## src/rtl/srps_pkg.sv

```systemverilog
package srps_pkg;

    localparam int RegDepth    = 256;
    localparam int PktBufDepth = 256;
    localparam int MaxReadLen  = 59;
    localparam int RegAw       = $clog2(RegDepth);
    localparam int BufAw       = $clog2(PktBufDepth);

    localparam logic [1:0] OP_RX_BYTE = 2'd0;
    localparam logic [1:0] OP_TICK    = 2'd1;
    localparam logic [1:0] OP_LWRITE  = 2'd2;
    localparam logic [1:0] OP_LREAD   = 2'd3;

    localparam logic [1:0] CFG_READ_CODE  = 2'd0;
    localparam logic [1:0] CFG_WRITE_CODE = 2'd1;
    localparam logic [1:0] CFG_TIMEOUT    = 2'd2;

    localparam logic [7:0] HDR_BYTE = 8'hFF;

    typedef struct packed {
        logic [1:0] opcode;
        logic [7:0] data_byte;
        logic [7:0] local_addr;
    } t_in_item;

    typedef struct packed {
        logic       kind;
        logic [7:0] byte_value;
        logic       last;
    } t_out_item;

endpackage

```

## src/rtl/srps_regfile.sv

```systemverilog
module srps_regfile
    import srps_pkg::*;
(
    input  logic              i_clk,
    input  logic              i_we,
    input  logic [RegAw-1:0]  i_waddr,
    input  logic [7:0]        i_wdata,
    input  logic [RegAw-1:0]  i_raddr,
    output logic [7:0]        o_rdata
);
    logic [7:0] r_mem [RegDepth];

    always_ff @(posedge i_clk) begin
        if (i_we) begin
            r_mem[i_waddr] <= i_wdata;
        end
        o_rdata <= r_mem[i_raddr];
    end
endmodule

```

## config.mk

```make
export PLATFORM = sky130hd
export DESIGN_NAME = srps_regfile
export DESIGN_NICKNAME = d
export VERILOG_FILES = /design/src/rtl/srps_pkg.sv /design/src/rtl/srps_regfile.sv
export SDC_FILE = /design/constraint.sdc
export NUM_CORES = 2
export LEC_CHECK = 0
export BUFFER_PORTS_ARGS = -buffer_cell sky130_fd_sc_hd__buf_4
export CAP_MARGIN = 20
export CORE_MARGIN = 3
export CORE_UTILIZATION = 60
export CTS_BUF_LIST = sky130_fd_sc_hd__clkbuf_4
export CTS_CLUSTER_SIZE = 12
export DETAILED_ROUTE_END_ITERATION = 6
export GPL_TIMING_DRIVEN = 0
export PLACE_DENSITY = 0.76
export SYNTH_ARGS = -nofsm -noshare
export SYNTH_HDL_FRONTEND = slang
export SYNTH_SLANG_ARGS = --single-unit
```

## constraint.sdc

```tcl
create_clock -name i_clk -period 7.2 [get_ports i_clk]
set_input_delay 1.44 -clock i_clk [delete_from_list [all_inputs] [get_ports i_clk]]
set_output_delay 1.44 -clock i_clk [all_outputs]
set_load 0.03 [all_outputs]
```

* Word-level counts from Yosys, hierarchy flattened
Memory sizes are Yosys's and may differ from the RTL's. A register that Yosys moved wholly into a read port is not among the register bits. Cells that the tools add are included.
Storage, ports and cells: bits in writable memories 2048, logic and storage cells 3, input bits 26, flip-flop bits (word level) 0, output and inout port bits 8, memories kept 1
Operators by class: muxes and demuxes 2
Memory list:
- r_mem | depth 256, bits a word 8, rd ports 1, clocked after memory_dff 1, wr ports 1, line srps_regfile.sv:11 | logic [7:0] r_mem [RegDepth];
Operator list (count):
- $mux W1 | 2

* Longest topological paths before layout
depth in word-level cells 2, depth in mapped cells 11, gate-level depth less buffers 6

* Worst setup path before layout
Ideal clock, no wire load.
path type input -> register, from input i_raddr[0], to register o_rdata[2], read port of r_mem, required time 7069 ps, arrival 3247 ps, setup time 131 ps, slack 3822 ps, path buffers 4, stages on the path 9, path through buf_6 > buf_12 > buf_8 > buf_2 > mux4_2 > a22oi_1 > a21oi_1 > nor4_1 > nor4_2
RTL lines:
- start: declaration | line srps_regfile.sv:8 | input logic [RegAw-1:0] i_raddr,
- end: declaration | line srps_regfile.sv:9 | output logic [7:0] o_rdata

==> impl_metrics.py <==
metrics = {
    "sta": {
        "setup_viol": 0,
        "slew_viol_final": 0,
        "worst_slew_pin_slew_ns": 1.34,
        "fin_skew_ns": 0.110,
        "tns_ns": 0,
        "slew_headroom_pct": 10.6,
        "hold_viol": 0,
        "fin_crit_sh_pct": 65.1,
        "rsz0062_at_grt": "false",
        "clock.fmax_mhz": 213,
        "min_period_ns": 4.69,
    },
    "hold_path": {
        "hold_end": "r_mem[206][5]",
        "min_path_type": "in -> reg",
        "worstHoldStart": "i_wdata[5]",
        "hold_depth": 1,
    },
    "clock_network": {
        "cts_tree": "done",
        "ctsHoldBuffers": 0,
        "clock_latency_ns": 1.46,
        "root_buffer": "clkbuf_4",
        "cts.htree.levels": 5,
        "cts_repair_resize_count": 0,
        "cts_buffers": 491,
        "clk_pin_slew_ns": 0.07,
        "clock_path_buffers": 4,
        "cts_sinks": 2056,
        "post_cts_buffers": 0,
    },
    "global_route": {
        "grt_usage_pct": 34.1,
        "grt_pass1_vias": 43000,
        "grt_pass1_wl_mm": 319,
        "antenna_found_initial": 27,
        "grt_max_degree": 165,
        "grt_remaining_overflow": 0,
    },
    "routing": {
        "vias_per_cell": 6.98,
        "drc_errors": 4,
        "initialDrtViolationCount": 8388,
        "vias": 44700,
        "drt_first_pass_iters": 7,
        "ant_nets": 0,
        "wl_mm": 230,
        "drt-wirelength-per-cell_um": 35.9,
    },
    "critical_path": {
        "required_ns": 8.35,
        "crit_buf_inv": 3,
        "crit_path_max_incr_delay_ns": 1.06,
        "crit_path_max_fanout": 10,
        "crit_path_end_kind": "flop",
        "critPathSlowestCell": "nor4_1",
        "reg2reg_slack_ns": 3.97,
        "cp_cell_sequence": "buf_4 -> clkbuf_1 -> clkbuf_1 -> a21oi_1 -> a21oi_1 -> nor4_1 -> nor4_1",
        "crit_family": "buffers and inverters",
        "timing_worst_setup_path_type": "in -> reg",
        "r2r_end": "o_rdata[2]",
        "cp.arrival_ns": 5.84,
        "rr_worst_depth": 6,
        "r2r-start": "r_mem[175][2]",
        "startpoint_type": "input pin",
    },
    "synthesis": {
        "synth_cell_types": 55,
        "syn_nets": 3759,
        "avgSynthCellArea_um2": 21.3,
        "async_reset_ff_share_pct": 0,
        "yosys_register_bits": 2056,
        "syn_inst": 3733,
        "synthTopCellsByArea": "edfxtp_1 77%, mux4_2 13%, mux2i_1 1.7%",
        "synth_edf_count": 2048,
        "ys_seq_area_share_pct": 77.5,
        "yosysWarnings": 0,
        "synth_top_area_share_pct": 77.3,
        "synth_ff_type": "edfxtp_1",
        "synthesis.area_um2": 79600,
        "synth_top_area_cell": "edfxtp_1",
    },
    "finish": {
        "drive_above_1_share_pct": 29.7,
        "syn_to_final_growth_pct": 11.4,
        "nets": 4321,
        "final_util_pct": 67.8,
        "n_fill_cell": 8109,
        "layout_commonest_cell": "edfxtp_1",
        "final_cells": 6405,
        "design_area_um2": 88600,
        "layout_common_cells": "2048 x edfxtp_1, 700 x clkbuf_4, 454 x mux4_2",
    },
    "pwr": {
        "p_total_mw": 23.6,
        "worst_ir_drop_vdd_mv": 0.204,
        "leakage_nw": 28.0,
        "powerDensity_nw_per_um2": 267,
    },
    "floorplan": {
        "die_y_um": 370,
        "row_count": 132,
        "die_w_um": 370,
        "die_area_um2": 137000,
        "core-area_um2": 131000,
        "initial_core_util_pct": 60.9,
        "io_pins": 34,
    },
    "placement": {
        "placed_cell_area_um2": 82600,
        "routabilityCongestion": 1.04,
        "dp_cells": 5536,
        "dp_hpwl_mm": 152,
        "io_buffers": 26,
    },
    "status": {
        "status": "finished, violations left",
        "violations": "DRC",
    },
    "flow_run": {
        "cap_violations": 0,
    },
}
worst max path at each step:
stage,from,endpoint,slack [ns],depth (start not counted)
finish,i_raddr[3],o_rdata[4],2.51,7
global route,i_raddr[2],o_rdata[7],2.67,9
CTS,i_raddr[2],o_rdata[7],2.89,9
detailed placement,i_raddr[2],o_rdata[7],1.45,9
global placement,i_raddr[1],o_rdata[4],0.94,9
floorplan,i_raddr[0],o_rdata[2],3.82,9
flip-flops by register name, indices dropped and copies added, names as in the netlist:
name     cells
o_rdata      8
r_mem     2048
cells by family after synthesis:
family | synth area share, %
flops | 77.5
compound gates | 3.42
simple gates | 2.63
mux | 14.6
buf+inv | 1.83
cells in the mapped netlist (22+ instances only):
cell         n
edfxtp_1  2048
mux4_2     454
nor2_1     282
mux2i_1    134
a22oi_1    133
clkbuf_1   111
a21oi_1     96
o221ai_1    46
nand3_1     34
nand2_1     33
buf_2       31
nor2b_1     31
o22ai_1     28
buf_4       27
nor4_1      24
buf_1       22
nor3_1      22
per-stage QoR:
step	hold slack, ns	setup WS (ns)
floorplan	0.770	3.82
global placement	1.24	0.941
detailed placement	1.34	1.45
CTS	0.435	2.89
global route	0.488	2.67
finish	0.501	2.51
metal layers:
metal | track usage (%) | vias to the layer above | wire length, um
met5 | 0 | - | 280
met4 | 19.2 | 34 | 14400
met3 | 14.2 | 840 | 37700
met2 | 48.1 | 4261 | 101000
met1 | 45.5 | 22400 | 76400
li1 | - | 17200 | -
layout make-up:
| cell class | instances | area (um^2) | share of cell area (%) |
|---|---|---|---|
| sequential | 2056 | 61700 | 69.6 |
| multi-input combinational | 1442 | 16500 | 18.6 |
| clock buffer | 698 | 5240 | 5.91 |
| tap | 1742 | 2180 | 2.46 |
| buffer | 233 | 1470 | 1.65 |
| timing repair buffer | 69 | 951 | 1.07 |
| clock inverter | 133 | 594 | 0.671 |
| antenna | 30 | 75.1 | 0.0847 |
| inverter | 2 | 7.51 | 0.00847 |
report_power, final:
group | internal [mW] | total (mW) | switching (mW)
combinational | 0.445 | 1.44 | 0.993
clock | 4.52 | 8.99 | 4.46
sequential | 13.2 | 13.2 | 0.00871
total | 18.2 | 23.6 | 5.46
(Power assumes the default switching activity.)
