--- config.mk ---
export PLATFORM = sky130hd
export DESIGN_NAME = srps_pktbuf
export DESIGN_NICKNAME = d
export VERILOG_FILES = /design/src/rtl/srps_pkg.sv /design/src/rtl/srps_pktbuf.sv
export SDC_FILE = /design/constraint.sdc
export NUM_CORES = 2
export LEC_CHECK = 0
export ABC_AREA = 0
export BUFFER_PORTS_ARGS = -buffer_cell sky130_fd_sc_hd__buf_2
export CAP_MARGIN = 10
export CORE_ASPECT_RATIO = 0.7
export CORE_MARGIN = 3
export CORE_UTILIZATION = 25
export CTS_CLUSTER_SIZE = 8
export DETAILED_ROUTE_END_ITERATION = 6
export PLACE_DENSITY = 0.48
export SLEW_MARGIN = 0
export SYNTH_ARGS = -nofsm -noshare
export SYNTH_HDL_FRONTEND = slang
export SYNTH_SLANG_ARGS = --single-unit
--- constraint.sdc ---
create_clock -name i_clk -period 4.7 [get_ports i_clk]
set_clock_uncertainty 0.1 [all_clocks]
set_input_delay 0.47 -clock i_clk [delete_from_list [all_inputs] [get_ports i_clk]]
set_output_delay 0.47 -clock i_clk [all_outputs]
set_load 0.005 [all_outputs]
--- src/rtl/srps_pkg.sv ---
package srps_pkg;

    localparam int RegDepth    = 256;
    localparam int PktBufDepth = 256;
    localparam int MaxReadLen  = 59;
    localparam int RegAw       = $clog2(RegDepth);
    localparam int BufAw       = $clog2(PktBufDepth);

    localparam logic [1:0] OP_RX_BYTE = 2'd0;
    localparam logic [1:0] OP_TICK    = 2'd1;
    localparam logic [1:0] OP_LWRITE  = 2'd2;
    localparam logic [1:0] OP_LREAD   = 2'd3;

    localparam logic [1:0] CFG_READ_CODE  = 2'd0;
    localparam logic [1:0] CFG_WRITE_CODE = 2'd1;
    localparam logic [1:0] CFG_TIMEOUT    = 2'd2;

    localparam logic [7:0] HDR_BYTE = 8'hFF;

    typedef struct packed {
        logic [1:0] opcode;
        logic [7:0] data_byte;
        logic [7:0] local_addr;
    } t_in_item;

    typedef struct packed {
        logic       kind;
        logic [7:0] byte_value;
        logic       last;
    } t_out_item;

endpackage

--- src/rtl/srps_pktbuf.sv ---
module srps_pktbuf
    import srps_pkg::*;
(
    input  logic              i_clk,
    input  logic              i_we,
    input  logic [BufAw-1:0]  i_waddr,
    input  logic [7:0]        i_wdata,
    input  logic [BufAw-1:0]  i_raddr,
    output logic [7:0]        o_rdata
);
    logic [7:0] r_mem [PktBufDepth];

    always_ff @(posedge i_clk) begin
        if (i_we) begin
            r_mem[i_waddr] <= i_wdata;
        end
        o_rdata <= r_mem[i_raddr];
    end
endmodule
---- Word level (Yosys, flattened, before mapping) ----
Memories as Yosys holds them, arrays and structs flattened. A register that Yosys moved wholly into a read port is not among the register bits.
Index checks and enable logic that the tools add are counted.
operators by class
  mux-type cells .......................... 2
operators with widths
  operator  count
  $mux W1   2
word-level totals
  bits in writable memories ............... 2048
  memories ................................ 1
  flip-flop bits (word level) ............. 0
  input port bits ......................... 26
  output and inout port bits .............. 8
memories
  memory  words  width  rd ports  clocked after memory_dff  wr ports  RTL line           RTL
  r_mem   256    8      1         1                         1         srps_pktbuf.sv:11  logic [7:0] r_mem [PktBufDepth];

---- Depth between registers and ports, before layout ----
  depth after elaboration ................. 2
  mapped depth ............................ 11
  gate-level depth less buffers ........... 6

---- Least setup slack after synthesis ----
No wires, ideal clock.
  path type ............................... input port to flip-flop
  start point ............................. input i_raddr[0]
  end point ............................... register o_rdata[2], read port of r_mem
  setup slack ............................. 2.192 ns
  stages on the path ...................... 9
  buffers on the path ..................... 4
  data arrival time ....................... 2.277 ns
  data required time ...................... 4.469 ns
  cell sequence ........................... buf_6 -> buf_12 -> buf_8 -> buf_2 -> mux4_2 -> a22oi_1 -> a21oi_1 -> nor4_1 -> nor4_2
RTL lines
  item                RTL line          RTL
  start: declaration  srps_pktbuf.sv:8  input logic [BufAw-1:0] i_raddr,
  end: declaration    srps_pktbuf.sv:9  output logic [7:0] o_rdata

==> impl_results.md <==
* Post-DP HPWL at 146000 um
* Unique cell type count in the Yosys netlist at 55
* Req. time, crit path at roughly 5.3 ns
* Post-synth top area share at a little under 80%
* Initial Util at between 20% and 30%
* Port Buf Inserts at 33
* Setup_tns at 0 ns
* Failing checks: DRC
* Critical path arrival at around 3.9 ns
* TritonCTS buffer count at around 300
* GRT Residual Overflow at 0
* Htree depth at 5
* Total die area at roughly 330000 sq um
* Crit path time final at approximately 3.3 ns
* Row count at 172
* Residual DRC at 2
* Tot Pwr at 0.0413 W
* R2R cell count at 6
* Boundary Pins at 34
* Final wirelength at 233000 um
* Synth Warn # at 0
* Max Cap Viol at 0
* Final instance area at roughly 93000 sq um
* Status: finished with violations
* Worst IR Drop VDD at between 200 and 300 uV
* Die Y at between 400 and 500 um
* Critical path fanouts, max at 49
* Initial antenna violation count at 30
* GRT Total Usage at between 10% and 20%
* Post-DP Area at 85400 sq um
* Worst slew pin tran at about 1.3 ns
* Fin. max-slew vios at 0
* Final ANT Viol Nets at 0
* First-pass DRT Iterations at 7
* Iter 0 DRT Violations at roughly 5500
* Hold Vio Cnt, Final at 0
* Critical-path cell list: buf_8 -> buf_12 -> buf_12 -> mux4_2 -> a22o_1 -> a221oi_1 -> o32ai_1 -> nor3_1 -> nor4_1
* CP max stage cell: nor3_1
* Async SR Flop Fraction at 0%
* Hold Crit Depth at 1
* Vias post-DR at 40200
* Critical path's largest stage delay at 0.98 ns
* F_max at a little over 300 MHz
* CP Capture Type: register
* Worst Path Buf+Inv at 3
* Worst min-delay path class: input port to register
* Syn nets at about 3800
* Top FF cell, synth: edfxtp_1
* Final setup fails at 0
* Cell count after synthesis at 3733
* Cell repeated most along the worst path: buf_12
* Area Overhead vs Synth at 17.4%
* Seq/Total Area, Yosys at 77.5%
* Synth top area cells: edfxtp_1 (77%), mux4_2 (13%), mux2i_1 (1.7%)
* Setup CP Type: input port to register
* Clk buf depth at 4
* Seq cells post-synth at slightly above 2000
* Clk slew on worst S/H paths at 0.06 ns
* CP startpoint kind: input port
* EDFF count, synth at 2048
* Core area at between 300000 and 400000 sq um
* Max-slew headroom at 11.8%
* Unrepaired setup endpoints after global routing: no
* Most instantiated library cell after synthesis: edfxtp_1
* Layout cell share with drive strength beyond 1 at 25.1%
* Skew-Pair Late Insertion Delay at approximately 0.84 ns
* Die Width at around 680 um
* Vias per inst at 4.88
* Synthesized area at slightly below 80000 sq um
* Largest net degree at the start of global routing at around 140
* Clock root cell: clkbuf_16
* Post-synth top area cell: edfxtp_1
* CTS tree: done
* Syn Area/Cell at approximately 21 sq um
* Part of the cycle the worst path needs at 69.7%
* First-pass GRT wire length at 323000 um
* GP Congestion at about 0.83
* Lkg Pwr at roughly 28 nW
* Synth top cells by count: edfxtp_1 (2048), mux4_2 (454), nor2_1 (282)
* PwrDens at approximately 440 nW/um^2
* Number of global-route vias before repair at a little under 40000
* WL/cell at approximately 28 um
* Final net count at about 4100
* Clk sinks at around 2000
* Cell count along the critical path at 9
* Top delay family on crit path: simple AND/OR/NAND/NOR gates
* Fillers at 30400
## power by group
part           total, W  switching [W]  internal (W)
Sequential       0.0203      0.0000373        0.0203
Clock            0.0190        0.00750        0.0115
Combinational   0.00200        0.00135      0.000654
## kinds of logic (layout without fill, tap and decap cells)
group | Yosys count | in the layout | synth area share, %
flip-flops | 2056 | 2056 | 77.5
buffers and inverters | 235 | 569 | 1.83
AND/OR/NAND/NOR | 466 | 466 | 2.63
other | 0 | 3 | 0
AO/OA/AOI/OAI | 385 | 385 | 3.42
multiplexers | 591 | 591 | 14.6
## per-layer routing
metal / GRT usage, % / up-vias / wire [um]
met1: 22.1 / 21900 / 111000
met4: 2.55 / 0 / 3600
met5: 0 / - / 0
li1: - / 16200 / -
met3: 4.13 / 283 / 23800
met2: 18.6 / 1808 / 94300
## sequential cells by signal, summed over array words and instances (netlist names)
name and cells:
r_mem 2048, o_rdata 8
## area by class of cell
type | count | area [sq um] | area share, %
Sequential cell | 2056 | 61700 | 66.0
Multi-Input combinational cell | 1442 | 16500 | 17.7
Clock buffer | 320 | 7670 | 8.21
Tap cell | 4176 | 5230 | 5.59
Timing Repair Buffer | 229 | 2110 | 2.26
Clock inverter | 18 | 264 | 0.283
Inverter | 2 | 7.51 | 0.00803
Antenna cell | 3 | 7.51 | 0.00803
## placed cells by master (no fill, tap or decap), types with 24 or more instances in the layout
cell type  Yosys  final
a21oi_1       96     96
nor2_1       282    279
o22ai_1       28     28
buf_12         8     29
clkbuf_16      0    304
o221ai_1      46     46
mux4_2       454    454
edfxtp_1    2048   2048
nor4_1        24     24
mux2i_1      134    134
nor2b_1       31     28
buf_4         27    164
nand2_1       33     33
a22oi_1      133    133
nand3_1       34     33
## through the flow
| step | cells | hold WS, ns | utilization [%] | worst slack (ns) |
|---|---|---|---|---|
| global route | 8243 | 0.0933 | 29.6 | 1.36 |
| floorplan | 3733 | 0.469 | - | 2.19 |
| finish | 8246 | 0.0875 | 29.6 | 1.42 |
| CTS | 8240 | 0.000687 | 29.6 | 1.36 |
| detailed placement | 7899 | 0.827 | 27.1 | 0.488 |
| global placement | 7898 | 0.825 | 27.1 | 0.377 |
## final timing paths
kind,from,to,slack (ns)
setup / recovery,i_raddr[1],o_rdata[3],1.42
hold / removal,i_wdata[1],r_mem[65][1],0.09
setup reg to reg,r_mem[210][3],o_rdata[3],1.66
hold reg to reg,r_mem[12][5],o_rdata[5],1.01
## timing repair
action	CTS	global route
resized for setup	0	0
endpoints found under the hold margin	49	1
hold buffers	3	1
setup buffers	0	0
Power figures use the tool's default switching activity.
